`src/etvp_pkg.sv`:
```
// ----------------------------------------------------------------------------
// etvp_pkg: shared types and constants for the exception table varint parser
// Digit layout of a table byte, field sequence codes and the entry record.
// ----------------------------------------------------------------------------
package etvp_pkg;

  // Default width of the running value.
  localparam int unsigned DefaultValueBits = 32;

  // Table byte layout: six payload bits, then the continue bit.
  localparam int unsigned DigitBits = 6;
  localparam int unsigned ContBit   = 6;
  localparam int unsigned ByteBits  = 8;
  localparam int unsigned EntryBits = 32;

  // Which of the four values of an entry comes next.
  typedef enum logic [1:0] {
    FIELD_START  = 2'd0,
    FIELD_LENGTH = 2'd1,
    FIELD_TARGET = 2'd2,
    FIELD_DEPTH  = 2'd3
  } field_e;

  // One decoded entry.
  typedef struct packed {
    logic [EntryBits-1:0] start;
    logic [EntryBits-1:0] stop;
    logic [EntryBits-2:0] depth;
    logic                 lasti;
    logic                 overflow;
  } entry_t;

  // Per-byte decode outcome handed to the top level.
  typedef struct packed {
    logic   emit;
    entry_t entry;
  } decode_res_t;

endpackage

```
`src/etvp_decode.sv`:
```
// ----------------------------------------------------------------------------
// etvp_decode: one-byte step of the varint parser
// Pure next-state logic: folds a byte into the running value and builds the
// entry when the depth value completes.
// ----------------------------------------------------------------------------
module etvp_decode #(
  parameter int unsigned VALUE_BITS = etvp_pkg::DefaultValueBits
) (
  input  logic [etvp_pkg::ByteBits-1:0]  byte_i,
  input  logic                           start_i,
  input  logic [VALUE_BITS-1:0]          accum_i,
  input  logic                           open_i,
  input  etvp_pkg::field_e               field_i,
  input  logic                           ovf_i,
  input  logic [etvp_pkg::EntryBits-1:0] saved_start_i,
  input  logic [etvp_pkg::EntryBits-1:0] saved_end_i,
  output logic [VALUE_BITS-1:0]          accum_o,
  output logic                           open_o,
  output etvp_pkg::field_e               field_o,
  output logic                           ovf_o,
  output logic [etvp_pkg::EntryBits-1:0] saved_start_o,
  output logic [etvp_pkg::EntryBits-1:0] saved_end_o,
  output etvp_pkg::decode_res_t          res_o
);

  localparam int unsigned DB = etvp_pkg::DigitBits;
  localparam int unsigned EB = etvp_pkg::EntryBits;

  logic [VALUE_BITS-1:0] acc_base;
  logic                  open_base;
  etvp_pkg::field_e      field_base;
  logic                  ovf_base;
  logic [DB-1:0]         payload;
  logic [VALUE_BITS-1:0] acc_new;
  logic                  shift_lost;
  logic                  hi_lost;
  logic [EB-1:0]         v32;
  logic [EB:0]           end_sum;
  logic                  ovf_val;

  // Table start wipes the sequence before the byte is taken.
  assign acc_base   = start_i ? '0 : accum_i;
  assign open_base  = start_i ? 1'b0 : open_i;
  assign field_base = start_i ? etvp_pkg::FIELD_START : field_i;
  assign ovf_base   = start_i ? 1'b0 : ovf_i;
  assign payload    = byte_i[DB-1:0];

  assign shift_lost = open_base && (|acc_base[VALUE_BITS-1:VALUE_BITS-DB]);
  assign acc_new    = open_base ? {acc_base[VALUE_BITS-DB-1:0], payload}
                                : {{(VALUE_BITS-DB){1'b0}}, payload};

  if (VALUE_BITS > EB) begin : g_wide
    assign v32     = acc_new[EB-1:0];
    assign hi_lost = |acc_new[VALUE_BITS-1:EB];
  end else if (VALUE_BITS == EB) begin : g_exact
    assign v32     = acc_new;
    assign hi_lost = 1'b0;
  end else begin : g_narrow
    assign v32     = {{(EB-VALUE_BITS){1'b0}}, acc_new};
    assign hi_lost = 1'b0;
  end

  assign end_sum = {1'b0, saved_start_i} + {1'b0, v32} + {{EB{1'b0}}, 1'b1};
  assign ovf_val = ovf_base || shift_lost || hi_lost;

  always_comb begin
    accum_o       = acc_new;
    open_o        = byte_i[etvp_pkg::ContBit];
    field_o       = field_base;
    ovf_o         = ovf_base || shift_lost;
    saved_start_o = saved_start_i;
    saved_end_o   = saved_end_i;
    res_o.emit           = 1'b0;
    res_o.entry.start    = saved_start_i;
    res_o.entry.stop     = saved_end_i;
    res_o.entry.depth    = v32[EB-1:1];
    res_o.entry.lasti    = v32[0];
    res_o.entry.overflow = ovf_val;
    if (!byte_i[etvp_pkg::ContBit]) begin
      ovf_o = ovf_val;
      unique case (field_base)
        etvp_pkg::FIELD_START: begin
          saved_start_o = v32;
          field_o       = etvp_pkg::FIELD_LENGTH;
        end
        etvp_pkg::FIELD_LENGTH: begin
          saved_end_o = end_sum[EB-1:0];
          ovf_o       = ovf_val || end_sum[EB];
          field_o     = etvp_pkg::FIELD_TARGET;
        end
        etvp_pkg::FIELD_TARGET: begin
          field_o = etvp_pkg::FIELD_DEPTH;
        end
        etvp_pkg::FIELD_DEPTH: begin
          res_o.emit = 1'b1;
          field_o    = etvp_pkg::FIELD_START;
          ovf_o      = 1'b0;
        end
        default: begin
          field_o = etvp_pkg::FIELD_START;
        end
      endcase
    end
  end

endmodule

```
`src/exception_table_varint_parser.sv`:
```
// ----------------------------------------------------------------------------
// exception_table_varint_parser: six-bit varint exception table decoder
// Parses a byte stream of 6-bit varints into (start, end, depth, lasti)
// entries, four values per entry, with a sticky loss flag.
// ----------------------------------------------------------------------------
//
//  channel | direction | handshake              | payload
//  --------+-----------+------------------------+--------------------------------
//  in      | input     | in_valid_i / in_stall_o | table_byte_i, table_start_i
//  out     | output    | out_valid_o / out_stall_i | entry_start_o, entry_end_o,
//          |           |                        | handler_depth_o, keep_lasti_o,
//          |           |                        | overflow_o
//
// One byte per cycle sustained while the entry side does not stall. A byte
// is held in the input register, then the decode step updates the parser
// state and, on the last byte of an entry, loads the result register. The
// input side stalls only while a byte waits and the result register is
// full and stalled. Reset clears all parser state and both valid flags; no
// sweep is needed after reset.
// ----------------------------------------------------------------------------
module exception_table_varint_parser #(
  parameter int unsigned VALUE_BITS = etvp_pkg::DefaultValueBits
) (
  input  logic                             clk_i,
  input  logic                             rst_ni,
  // byte stream
  input  logic                             in_valid_i,
  output logic                             in_stall_o,
  input  logic [etvp_pkg::ByteBits-1:0]    table_byte_i,
  input  logic                             table_start_i,
  // entries
  output logic                             out_valid_o,
  input  logic                             out_stall_i,
  output logic [etvp_pkg::EntryBits-1:0]   entry_start_o,
  output logic [etvp_pkg::EntryBits-1:0]   entry_end_o,
  output logic [etvp_pkg::EntryBits-2:0]   handler_depth_o,
  output logic                             keep_lasti_o,
  output logic                             overflow_o
);

  localparam int unsigned EB = etvp_pkg::EntryBits;

  // Input register
  logic                          s1_valid_q, s1_valid_d;
  logic [etvp_pkg::ByteBits-1:0] s1_byte_q;
  logic                          s1_start_q;

  // Parser state
  logic [VALUE_BITS-1:0] accum_q, accum_d;
  logic                  open_q, open_d;
  etvp_pkg::field_e      field_q, field_d;
  logic                  ovf_q, ovf_d;
  logic [EB-1:0]         saved_start_q, saved_start_d;
  logic [EB-1:0]         saved_end_q, saved_end_d;

  // Result register
  logic                  out_valid_q, out_valid_d;
  etvp_pkg::entry_t      out_entry_q;
  etvp_pkg::decode_res_t dec_res;

  logic out_ready;
  logic in_accept;
  logic s1_fire;
  logic res_load;

  // Result register can take a new entry when empty or being drained.
  assign out_ready  = !out_valid_q || !out_stall_i;
  assign s1_fire    = s1_valid_q && out_ready;
  assign in_stall_o = s1_valid_q && !out_ready;
  assign in_accept  = in_valid_i && !in_stall_o;
  assign res_load   = s1_fire && dec_res.emit;

  etvp_decode #(
    .VALUE_BITS (VALUE_BITS)
  ) u_decode (
    .byte_i        (s1_byte_q),
    .start_i       (s1_start_q),
    .accum_i       (accum_q),
    .open_i        (open_q),
    .field_i       (field_q),
    .ovf_i         (ovf_q),
    .saved_start_i (saved_start_q),
    .saved_end_i   (saved_end_q),
    .accum_o       (accum_d),
    .open_o        (open_d),
    .field_o       (field_d),
    .ovf_o         (ovf_d),
    .saved_start_o (saved_start_d),
    .saved_end_o   (saved_end_d),
    .res_o         (dec_res)
  );

  always_comb begin
    s1_valid_d = s1_valid_q;
    if (in_accept) begin
      s1_valid_d = 1'b1;
    end else if (s1_fire) begin
      s1_valid_d = 1'b0;
    end
  end

  always_comb begin
    out_valid_d = out_valid_q;
    if (out_ready) begin
      out_valid_d = res_load;
    end
  end

  // Control and state
  always_ff @(posedge clk_i or negedge rst_ni) begin
    if (!rst_ni) begin
      s1_valid_q    <= 1'b0;
      out_valid_q   <= 1'b0;
      accum_q       <= '0;
      open_q        <= 1'b0;
      field_q       <= etvp_pkg::FIELD_START;
      ovf_q         <= 1'b0;
      saved_start_q <= '0;
      saved_end_q   <= '0;
    end else begin
      s1_valid_q  <= s1_valid_d;
      out_valid_q <= out_valid_d;
      if (s1_fire) begin
        accum_q       <= accum_d;
        open_q        <= open_d;
        field_q       <= field_d;
        ovf_q         <= ovf_d;
        saved_start_q <= saved_start_d;
        saved_end_q   <= saved_end_d;
      end
    end
  end

  // Payload registers
  always_ff @(posedge clk_i) begin
    if (in_accept) begin
      s1_byte_q  <= table_byte_i;
      s1_start_q <= table_start_i;
    end
    if (res_load) begin
      out_entry_q <= dec_res.entry;
    end
  end

  assign out_valid_o     = out_valid_q;
  assign entry_start_o   = out_entry_q.start;
  assign entry_end_o     = out_entry_q.stop;
  assign handler_depth_o = out_entry_q.depth;
  assign keep_lasti_o    = out_entry_q.lasti;
  assign overflow_o      = out_entry_q.overflow;

  // An emitted entry restarts the field sequence.
  a_emit_restarts : assert property (@(posedge clk_i) disable iff (!rst_ni)
    res_load |=> (field_q == etvp_pkg::FIELD_START))
    else $error("field sequence not restarted after entry");

  // Input stalls only with a byte held in the input register.
  a_stall_needs_byte : assert property (@(posedge clk_i) disable iff (!rst_ni)
    in_stall_o |-> s1_valid_q)
    else $error("input stalled with empty input register");

  // A result leaves only when it was taken.
  a_result_kept : assert property (@(posedge clk_i) disable iff (!rst_ni)
    $fell(out_valid_q) |-> $past(!out_stall_i))
    else $error("result dropped while stalled");

  // A result is never overwritten while it waits.
  a_no_overwrite : assert property (@(posedge clk_i) disable iff (!rst_ni)
    (out_valid_q && out_stall_i) |-> !res_load)
    else $error("result register overwritten");

endmodule

```
`config.mk`:
```
export PLATFORM = sky130hd
export DESIGN_NAME = exception_table_varint_parser
export DESIGN_NICKNAME = d
export VERILOG_FILES = /design/src/etvp_pkg.sv /design/src/etvp_decode.sv /design/src/exception_table_varint_parser.sv
export SDC_FILE = /design/constraint.sdc
export NUM_CORES = 1
export LEC_CHECK = 0
export ABC_AREA = 1
export BUFFER_PORTS_ARGS = -buffer_cell sky130_fd_sc_hd__buf_2
export CAP_MARGIN = 20
export CORE_ASPECT_RATIO = 1.4
export CORE_MARGIN = 2
export CORE_UTILIZATION = 35
export CTS_BUF_LIST = sky130_fd_sc_hd__clkbuf_8
export CTS_CLUSTER_DIAMETER = 80
export CTS_CLUSTER_SIZE = 12
export DETAILED_ROUTE_END_ITERATION = 10
export PLACE_DENSITY = 0.52
export SKIP_CTS_REPAIR_TIMING = 1
export SYNTH_ARGS = -nofsm -noshare
export SYNTH_HDL_FRONTEND = slang
export SYNTH_SLANG_ARGS = --single-unit
```
`constraint.sdc`:
```
create_clock -name clk_i -period 6.1 [get_ports clk_i]
set_clock_uncertainty 0.15 [all_clocks]
set_input_delay 0.915 -clock clk_i [delete_from_list [all_inputs] [get_ports clk_i]]
set_output_delay 0.915 -clock clk_i [all_outputs]
set_load 0.03 [all_outputs]
```
==> results of run 1 <==
final timing paths:
path / start / to / slack, ns / cells past startpoint
min reg2reg: saved_end_q[8] / entry_end_o[8] / 0.30 / 0
min in group clk_i: saved_end_q[8] / entry_end_o[8] / 0.30 / 0
max: out_stall_i / saved_start_q[4] / 3.13 / 9
max reg2reg: out_valid_o / saved_start_q[4] / 3.16 / 8
max in group asynchronous: rst_ni / accum_q[2] / 4.35 / 2
min: rst_ni / accum_q[4] / 0.22 / 1
worst max-delay path, cell delays in order:
cell	delay, ns
buf_2	0.10
nand2_2	0.08
nand2_1	0.05
buf_4	0.30
nor2_2	0.19
inv_2	0.13
nor2_4	0.69
buf_4	0.40
mux2_2	0.36
flip-flops by register name, indices dropped and copies added, names as in the netlist:
| register | count |
|---|---|
| accum_q | 32 |
| entry_end_o | 32 |
| entry_start_o | 32 |
| field_q | 2 |
| handler_depth_o | 31 |
| keep_lasti_o | 1 |
| open_q | 1 |
| out_valid_o | 1 |
| overflow_o | 1 |
| ovf_q | 1 |
| s1_byte_q | 7 |
| s1_start_q | 1 |
| s1_valid_q | 1 |
| saved_end_q | 32 |
| saved_start_q | 32 |
final cells by class:
cell class	instances	area [um^2]
multi-input cells	655	3280
flip-flops and latches	207	5710
fillers	2812	16400
clock inverters	17	73.8
well taps	370	463
repair buffers	117	626
clock buffers	21	289
inverters	159	597
power by group through the flow:
| stage | Sequential [mW] | Clock [mW] | Combinational, mW |
|---|---|---|---|
| 2_1_floorplan | 1.83 | 0 | 0.563 |
| 3_3_place_gp | 1.86 | 0 | 0.754 |
| 3_5_place_dp | 1.87 | 0 | 0.758 |
| 4_1_cts | 1.84 | 0.850 | 0.763 |
| 5_1_grt | 1.87 | 0.895 | 0.863 |
| 6_report | 1.83 | 0.808 | 0.754 |
layer usage:
layer  vias to the layer above  track usage [%]
met5                         -                0
met4                         0             6.14
met3                        36             1.65
met2                       133             27.8
met1                      3317             20.8
li1                       3545                -
synthesized netlist by cell type (all sizes together):
library cell | count | area [um^2]
ha | 35 | 438
clkbuf | 5 | 18.8
nor3 | 5 | 30.0
mux2 | 5 | 56.3
nand2 | 387 | 1480
nand4 | 3 | 18.8
or2 | 1 | 6.26
a21oi | 27 | 135
xor2 | 1 | 8.76
edfxtp | 105 | 3150
o22ai | 1 | 6.26
and2 | 2 | 12.5
nor4 | 2 | 12.5
o31ai | 1 | 7.51
xnor2 | 14 | 123
nor2 | 49 | 220
nand3b | 7 | 52.6
buf | 16 | 106
nand3 | 35 | 175
dfrtp | 102 | 2550
o21a | 26 | 195
a21o | 2 | 15.0
o21bai | 1 | 7.51
fa | 1 | 20.0
inv | 159 | 597
o21ai | 50 | 258
kinds of logic after synthesis:
| family | count (synthesis) | share of synthesized area (%) |
|---|---|---|
| AND/OR/NAND/NOR | 491 | 20.7 |
| buffers and inverters | 180 | 7.44 |
| XOR/XNOR | 15 | 1.35 |
| AO/OA/AOI/OAI | 108 | 6.44 |
| flip-flops | 207 | 58.8 |
| multiplexers | 5 | 0.580 |
| adder cells (fa/ha/maj) | 36 | 4.72 |
stage by stage:
stage          util (%)  total power, mW
6_report           40.2             3.40
5_1_grt            40.2             3.62
4_1_cts            40.1             3.45
3_5_place_dp       38.7             2.62
3_3_place_gp       38.7             2.61
2_1_floorplan         -             2.39
==> PnR_summary.wiki, run 1 <==
{| class="wikitable"
! Metric !! Value
|-
| Number of remaining DRC errors || 0
|-
| Worst vdd rail ir drop || 160 uV
|-
| Initial standard-cell utilization of the core || 35.3%
|-
| Nets@finish || 1,210
|-
| Required time of the worst setup path || 6.38 ns
|-
| Post-detailed-route via-to-cell ratio || 4.55
|-
| Detail Route met3 WL || 841 um
|-
| Met2 layer wire length in the routed design || 11,500 um
|-
| Fraction of final layout cells with drive strength greater than 1 || 14.3%
|-
| Worst slack at placement || 2.30 ns
|-
| Standard cell core area || 0.0275 mm^2
|-
| Die footprint || 0.0291 mm^2
|-
| Initial DRC count || 422
|-
| Number of I/O port buffers || 110
|-
| Register share of total power || 54.0%
|-
| Final sum of negative setup slack || 0 ns
|-
| Final clock period utilization by the worst path || 48.7%
|-
| Number of iterations in the first detailed-routing pass || 5
|-
| Clock-pin slew reported for the worst setup and hold paths after clock tree synthesis || 0.09 ns
|-
| Worst hold path type || input pin to async pin
|-
| Total power divided by cell area || 308 mW/mm^2
|-
| Cell count after synthesis || 1,042
|-
| Count of antenna-violating nets left after detailed routing || 0
|-
| Arrival time reported for the critical path endpoint || 3.25 ns
|-
| Final HPWL from detailed placement || 17,300 um
|-
| Worst-case hold slack || 0.223 ns
|-
| Antenna violations before repair || 0
|-
| Synthesis-to-finish area growth || 13.7%
|-
| Final setup violating endpoints || 0
|-
| Final RePlAce weighted congestion || 0.840
|-
| Number of inserted diodes || 0
|-
| Met1 Routed Length || 9880 um
|-
| CTS tree || built
|-
| Status || finished clean
|-
| H-tree lvl count || 1
|-
| Net switching power figure || 1.08 mW
|-
| Post-layout worst setup margin || 3.13 ns
|-
| Count of different cell masters after synthesis || 37
|-
| Number of placed I/O pins || 112
|-
| Final Max Slew Viols || 0
|-
| Sequential area share after synthesis || 58.8%
|-
| CTS Buf Count || 21
|-
| Post-route design area || 0.0110 mm^2
|-
| GRT Util Overall || 16.1%
|-
| Net count after synthesis || 1,091
|-
| Residual overflow from global routing || 0
|-
| Die Span X || 145 um
|-
| Leading cell type in the layout, fill and taps excluded || nand2_1
|-
| Switching part of the total power || 31.9%
|-
| Wire length of the first global-routing pass || 36,100 um
|-
| Power share of the combinational group || 22.2%
|-
| Worst Tran Pin Value || 0.880 ns
|-
| Internal Power || 2.31 mW
|-
| Kind of start point of the critical path || input pin
|-
| Via count of the first global-routing pass || 6,800
|-
| Top Metal Used || met4
|-
| Yosys warning total || 0
|-
| Top achievable clock speed || 337 MHz
|-
| Chip Height || 201 um
|-
| Number of maximum-capacitance violations || 0
|-
| Largest fanout of any net on the critical path || 65
|-
| LEAKAGE || 5.47 nW
|-
| Flops & latches, synth || 207
|-
| Total vias in the final route || 7,031
|-
| Area after DPL || 0.0106 mm^2
|-
| Routed wire length per instance || 14.9 um
|-
| Number of rows created at floorplan || 72
|-
| Slew Limit Headroom || 41.2%
|-
| Largest net degree at the start of global routing || 66
|-
| Cell area after synthesis || 0.00970 mm^2
|-
| Fin crit period || 2.97 ns
|-
| Worst-case clock buffer depth || 3
|-
| Master cell of the clock root buffer || clkbuf_8
|-
| Fin cells || 1,546
|-
| Highest-count cells in the layout ignoring fill and taps || nand2_1 (378), inv_1 (171), buf_2 (109)
|-
| Final Hold Vio Count || 0
|-
| WS Path Type || input pin to register
|-
| Portion of total power attributed to the clock network || 23.8%
|-
| Syn_area_per_cell || 9.31 um^2
|-
| Detailed-route wire length || 23,000 um
|-
| Kind of end point of the critical path || register
|-
| Unrepaired setup endpoints after global routing || false
|-
| Clk Latency, worst-skew pair || 0.55 ns
|-
| Number of clock sinks || 207
|-
| Placed insts || 1,507
|}
No activity file was read; power rests on OpenSTA's default activity.
==> inputs of run 2 (changes only) <==
Clock period 6.1 ns to 2.75 ns, I/O delays scaled along.
==> run 2 against run 1 <==
Compared with the run above:
- the flow now finishes with violations (hold timing)
- wire length increased by 2.3%
- via count increased by 0.16%
- register-to-register slack got worse by 3.0 ns
- sequential power increased by 120%
- power increased by 130%
- worst hold slack got worse by 0.22 ns
- highest routed layer unchanged
- non-clock buffer count increased by 28
- clock power increased by 120%
- combinational power increased by 140%
==> PnR_summary.wiki, run 2 (synthesized netlist as in run 1, its figures left out) <==
{| class="wikitable"
! Metric !! Value
|-
| Worst hold path type || input pin to register
|-
| Violations in the final reports || hold timing
|-
| PnR Total Power || 7.71 mW
|-
| Number of clock sinks || 207
|-
| Number of iterations in the first detailed-routing pass || 4
|-
| Arrival time reported for the critical path endpoint || 2.86 ns
|-
| Status || finished, violations left
|-
| Antenna violations before repair || 0
|-
| Setup crit end || saved_end_q[26]
|-
| Routed wire length per instance || 14.9 um
|-
| Die Span X || 145 um
|-
| LEAKAGE || 5.59 nW
|-
| Number of inserted diodes || 0
|-
| Core occupancy in the finished layout || 41.9%
|-
| Initial DRC count || 367
|-
| CTS tree || built
|-
| Largest fanout of any net on the critical path || 13
|-
| Unrepaired setup endpoints after global routing || true
|-
| Worst-case clock buffer depth || 3
|-
| Worst vdd rail ir drop || 309 uV
|-
| Wire length of the first global-routing pass || 37,000 um
|-
| Clock-pin slew reported for the worst setup and hold paths after clock tree synthesis || 0.09 ns
|-
| GRT Util Overall || 16.4%
|-
| Final HPWL from detailed placement || 17,700 um
|-
| Placed insts || 1,524
|-
| CTS Buf Count || 21
|-
| Reg2Reg Setup Slack || 0.18 ns
|-
| Final RePlAce weighted congestion || 0.872
|-
| Detailed-route wire length || 23,500 um
|-
| Beginning of the critical path || open_q
|-
| Fin cells || 1,574
|-
| Required time of the worst setup path || 3.03 ns
|-
| WS Path Type || register to register
|-
| Worst-case hold slack || -0.000195 ns
|-
| Count of antenna-violating nets left after detailed routing || 0
|-
| Highest-count cells in the layout ignoring fill and taps || nand2_1 (368), inv_1 (170), buf_2 (109)
|-
| Nets@finish || 1,238
|-
| Worst r2r path cells || 17
|-
| Number of I/O port buffers || 110
|-
| Number of rows created at floorplan || 72
|-
| Residual overflow from global routing || 0
|-
| Final setup violating endpoints || 0
|-
| Synthesis-to-finish area growth || 18.7%
|-
| Standard cell core area || 0.0275 mm^2
|-
| H-tree lvl count || 1
|-
| Number of remaining DRC errors || 0
|-
| Leading cell type in the layout, fill and taps excluded || nand2_1
|-
| Final Hold Vio Count || 1
|-
| Kind of start point of the critical path || register
|-
| Worst Tran Pin Value || 0.601 ns
|-
| Die footprint || 0.0291 mm^2
|-
| Startpoint of the worst hold path || out_stall_i
|-
| Worst reg2reg endpoint || saved_end_q[26]
|-
| Top achievable clock speed || 389 MHz
|-
| Fin crit period || 2.57 ns
|-
| Final Max Slew Viols || 0
|-
| Clk Latency, worst-skew pair || 0.54 ns
|-
| Chip Height || 201 um
|-
| Number of maximum-capacitance violations || 0
|-
| Master cell of the clock root buffer || clkbuf_8
|-
| Total vias in the final route || 7,042
|-
| Via count of the first global-routing pass || 6,894
|-
| Number of placed I/O pins || 112
|-
| Total power divided by cell area || 670 mW/mm^2
|-
| Fraction of final layout cells with drive strength greater than 1 || 18.8%
|-
| Post-detailed-route via-to-cell ratio || 4.47
|-
| Largest net degree at the start of global routing || 65
|-
| Final clock period utilization by the worst path || 93.6%
|-
| Startpoint of the lowest-slack register-to-register path || open_q
|-
| Initial standard-cell utilization of the core || 35.3%
|-
| Kind of end point of the critical path || register
|-
| Slew Limit Headroom || 59.9%
|}
==> run 2: changes by cell type in the layout (fill, tap and decap cells not counted), sizes merged <==
cell         change
buf             +17
inv              +2
dlygate4sd3     +10
clkinv           -2
clkbuf           +1
==> run 2: worst min path at each step <==
| stage | end | cells past startpoint |
|---|---|---|
| detailed placement | accum_q[2] | 1 |
| global placement | accum_q[2] | 1 |
| finish | out_valid_o | 3 |
| floorplan | accum_q[0] | 0 |
| global route | out_valid_o | 3 |
| CTS | accum_q[12] | 1 |
==> run 2: per-stage QoR <==
stage	hold WS [ns]	setup slack [ns]	instance area, um^2	setup TNS (ns)
2_1_floorplan	-0.0331	-0.117	9720	-11.33
3_3_place_gp	0.177	0.104	10800	0
3_5_place_dp	0.175	0.101	10800	0
4_1_cts	-0.431	0.0761	11200	0
5_1_grt	0.00473	-0.0253	11500	-0.0520
6_report	-0.000195	0.177	11500	0
==> run 2: critical path, cell delays in order, from the launching register on <==
cell and delay (ns):
dfrtp_1 0.39, inv_1 0.11, nor2_4 0.07, buf_12 0.15
nand2_1 0.15, inv_1 0.09, ha_2 0.39, nand2_1 0.09
inv_1 0.11, nand2_2 0.09, inv_1 0.08, nand2_1 0.08
nor3_1 0.14, nand2_1 0.11, nand2_1 0.08, nand2_1 0.05
nand3_1 0.10, nand2_1 0.06
==> run 2: area by class of cell <==
cell class / instances / area, um^2
fillers: 2746 / 16000
flip-flops and latches: 207 / 5710
multi-input cells: 655 / 3480
repair buffers: 145 / 896
inverters: 159 / 599
well taps: 370 / 463
clock buffers: 21 / 289
clock inverters: 17 / 75.1
==> run 2: power breakdown <==
group          internal (mW)  switching, mW
Clock                  0.725           1.06
Sequential              3.78          0.308
Combinational          0.745           1.09
Total                   5.25           2.46
==> run 2: per-layer routing <==
| metal | track usage (%) | share of wire, % |
|---|---|---|
| met3 | 2.00 | 3.4 |
| met2 | 28.8 | 51 |
| met4 | 4.58 | 2.2 |
| met1 | 21.1 | 44 |
| met5 | 0 | 0 |
==> inputs of run 3 (changes only) <==
Settings changed: CORE_UTILIZATION 35 to 30, PLACE_DENSITY 0.52 to 0.57.
==> run 3 against run 2 <==
Compared with the run above:
- critical path type unchanged
- the flow still finishes with violations (hold timing)
- highest routed layer unchanged
- utilization down 5.6 points
- sequential power about the same
- flip-flop and latch count did not move
- largest power group unchanged
- critical path depth shrank 2
==> PnR_summary.wiki, run 3 (synthesized netlist as in run 1, its figures left out) <==
{| class="wikitable"
! Metric !! Value
|-
| Worst-case hold slack || -0.0000661 ns
|-
| Initial standard-cell utilization of the core || 30.6%
|-
| Total vias in the final route || 7,099
|-
| Placed insts || 1,549
|-
| GRT Util Overall || 14.0%
|-
| Chip Height || 217 um
|-
| Fin cells || 1,597
|-
| Largest fanout of any net on the critical path || 13
|-
| CTS tree || built
|-
| Fraction of final layout cells with drive strength greater than 1 || 18.3%
|-
| Clock-pin slew reported for the worst setup and hold paths after clock tree synthesis || 0.09 ns
|-
| Required time of the worst setup path || 3.05 ns
|-
| Worst-case clock buffer depth || 3
|-
| Final RePlAce weighted congestion || 0.882
|-
| Leading cell type in the layout, fill and taps excluded || nand2_1
|-
| Number of clock sinks || 207
|-
| Total power divided by cell area || 667 mW/mm^2
|-
| Arrival time reported for the critical path endpoint || 2.91 ns
|-
| Nets@finish || 1,236
|-
| Kind of start point of the critical path || register
|-
| Final Hold Vio Count || 1
|-
| Fin crit period || 2.61 ns
|-
| Initial DRC count || 473
|-
| Synthesis-to-finish area growth || 18.4%
|-
| Number of I/O port buffers || 110
|-
| Final Max Slew Viols || 0
|-
| Kind of end point of the critical path || register
|-
| Number of placed I/O pins || 112
|-
| Post-detailed-route via-to-cell ratio || 4.45
|-
| Number of maximum-capacitance violations || 0
|-
| Final HPWL from detailed placement || 17,800 um
|-
| WS Path Type || register to register
|-
| Antenna violations before repair || 1
|-
| Number of rows created at floorplan || 77
|-
| Top achievable clock speed || 383 MHz
|-
| Routed wire length per instance || 14.9 um
|-
| Largest net degree at the start of global routing || 71
|-
| Status || finished, violations left
|-
| CTS Buf Count || 21
|-
| Worst Tran Pin Value || 0.562 ns
|-
| Highest-count cells in the layout ignoring fill and taps || nand2_1 (372), inv_1 (170), buf_2 (109)
|-
| Number of remaining DRC errors || 0
|-
| Worst hold path type || input pin to register
|-
| Standard cell core area || 0.0317 mm^2
|-
| Core occupancy in the finished layout || 36.2%
|-
| Number of iterations in the first detailed-routing pass || 5
|-
| Master cell of the clock root buffer || clkbuf_8
|-
| Die footprint || 0.0338 mm^2
|-
| LEAKAGE || 5.57 nW
|-
| Final setup violating endpoints || 0
|-
| Final clock period utilization by the worst path || 94.8%
|-
| Clk Latency, worst-skew pair || 0.56 ns
|-
| Residual overflow from global routing || 0
|-
| H-tree lvl count || 1
|-
| Die Span X || 156 um
|-
| Wire length of the first global-routing pass || 37,000 um
|-
| Slew Limit Headroom || 62.5%
|-
| Via count of the first global-routing pass || 7,220
|-
| Unrepaired setup endpoints after global routing || true
|-
| Violations in the final reports || hold timing
|-
| Count of antenna-violating nets left after detailed routing || 0
|-
| Worst vdd rail ir drop || 315 uV
|-
| Detailed-route wire length || 23,800 um
|-
| Filler cell count || 3,230
|}
==> run 3: changes by cell type in the layout (fill, tap and decap cells not counted) <==
cell / delta
ha_4: -2
nor2_1: -1
dlygate4sd3_1: -1
nor3_1: -1
nor3_2: +1
diode_2: +1
nand2_1: +4
ha_1: +2
inv_2: -1
buf_4: -1
nor2_2: +2
nor2_4: -1
nand2_2: -4
==> run 3: metrics by stage <==
stage                     area, um^2  TNS [ns]  power, mW  worst slack [ns]
after global placement         10900         0       5.81             0.120
after floorplan                 9720    -11.33       5.30            -0.117
final                          11500         0       7.66             0.142
after global routing           11500    -0.180       8.18           -0.0584
after detailed placement       10900         0       5.85             0.123
after CTS                      11200         0       7.65             0.113
==> run 3: final cells by class <==
class / count / area, um^2 / area share, %
Timing Repair Buffer: 143 / 878 / 7.64
Clock inverter: 16 / 71.3 / 0.621
Sequential cell: 207 / 5710 / 49.7
Tap cell: 395 / 494 / 4.30
Antenna cell: 1 / 2.50 / 0.0218
Inverter: 159 / 599 / 5.22
Clock buffer: 21 / 289 / 2.52
Multi-Input combinational cell: 655 / 3450 / 30.0
==> run 3: power breakdown <==
part	internal, mW	switching [mW]	total (mW)	leakage, nW
sequential	3.78	0.311	4.09	2.22
combinational	0.718	1.08	1.80	3.12
clock	0.724	1.05	1.77	0.232
total	5.22	2.44	7.66	5.57
==> run 3: worst paths after layout <==
path                                 start          endpoint  slack, ns  depth (start not counted)
setup / recovery                s1_start_q   saved_end_q[28]       0.14                         15
hold / removal                 out_stall_i       out_valid_o   -0.00007                          3
setup reg to reg                s1_start_q   saved_end_q[28]       0.14                         15
hold reg to reg            saved_end_q[20]   entry_end_o[20]       0.30                          0
max in group asynchronous           rst_ni       out_valid_o       1.43                          3
min in group asynchronous           rst_ni  saved_start_q[3]       0.23                          2
==> run 3: per-layer routing <==
layer | wire length (um) | global-route usage [%]
met1 | 9940 | 16.5
met2 | 11900 | 24.9
met3 | 824 | 1.75
met4 | 1110 | 7.43
met5 | 0 | 0
==> run 3: critical path, cell delays in order, from the launching register on <==
cell	delay (ns)
edfxtp_1	0.45
nor2_4	0.18
clkbuf_16	0.20
nand2_1	0.08
inv_1	0.13
ha_1	0.33
nand2_1	0.18
inv_1	0.06
nand2_1	0.06
nand2_1	0.07
inv_1	0.06
nand2_1	0.05
a21oi_1	0.24
nand3_1	0.11
nand3_1	0.11
nand2_1	0.05
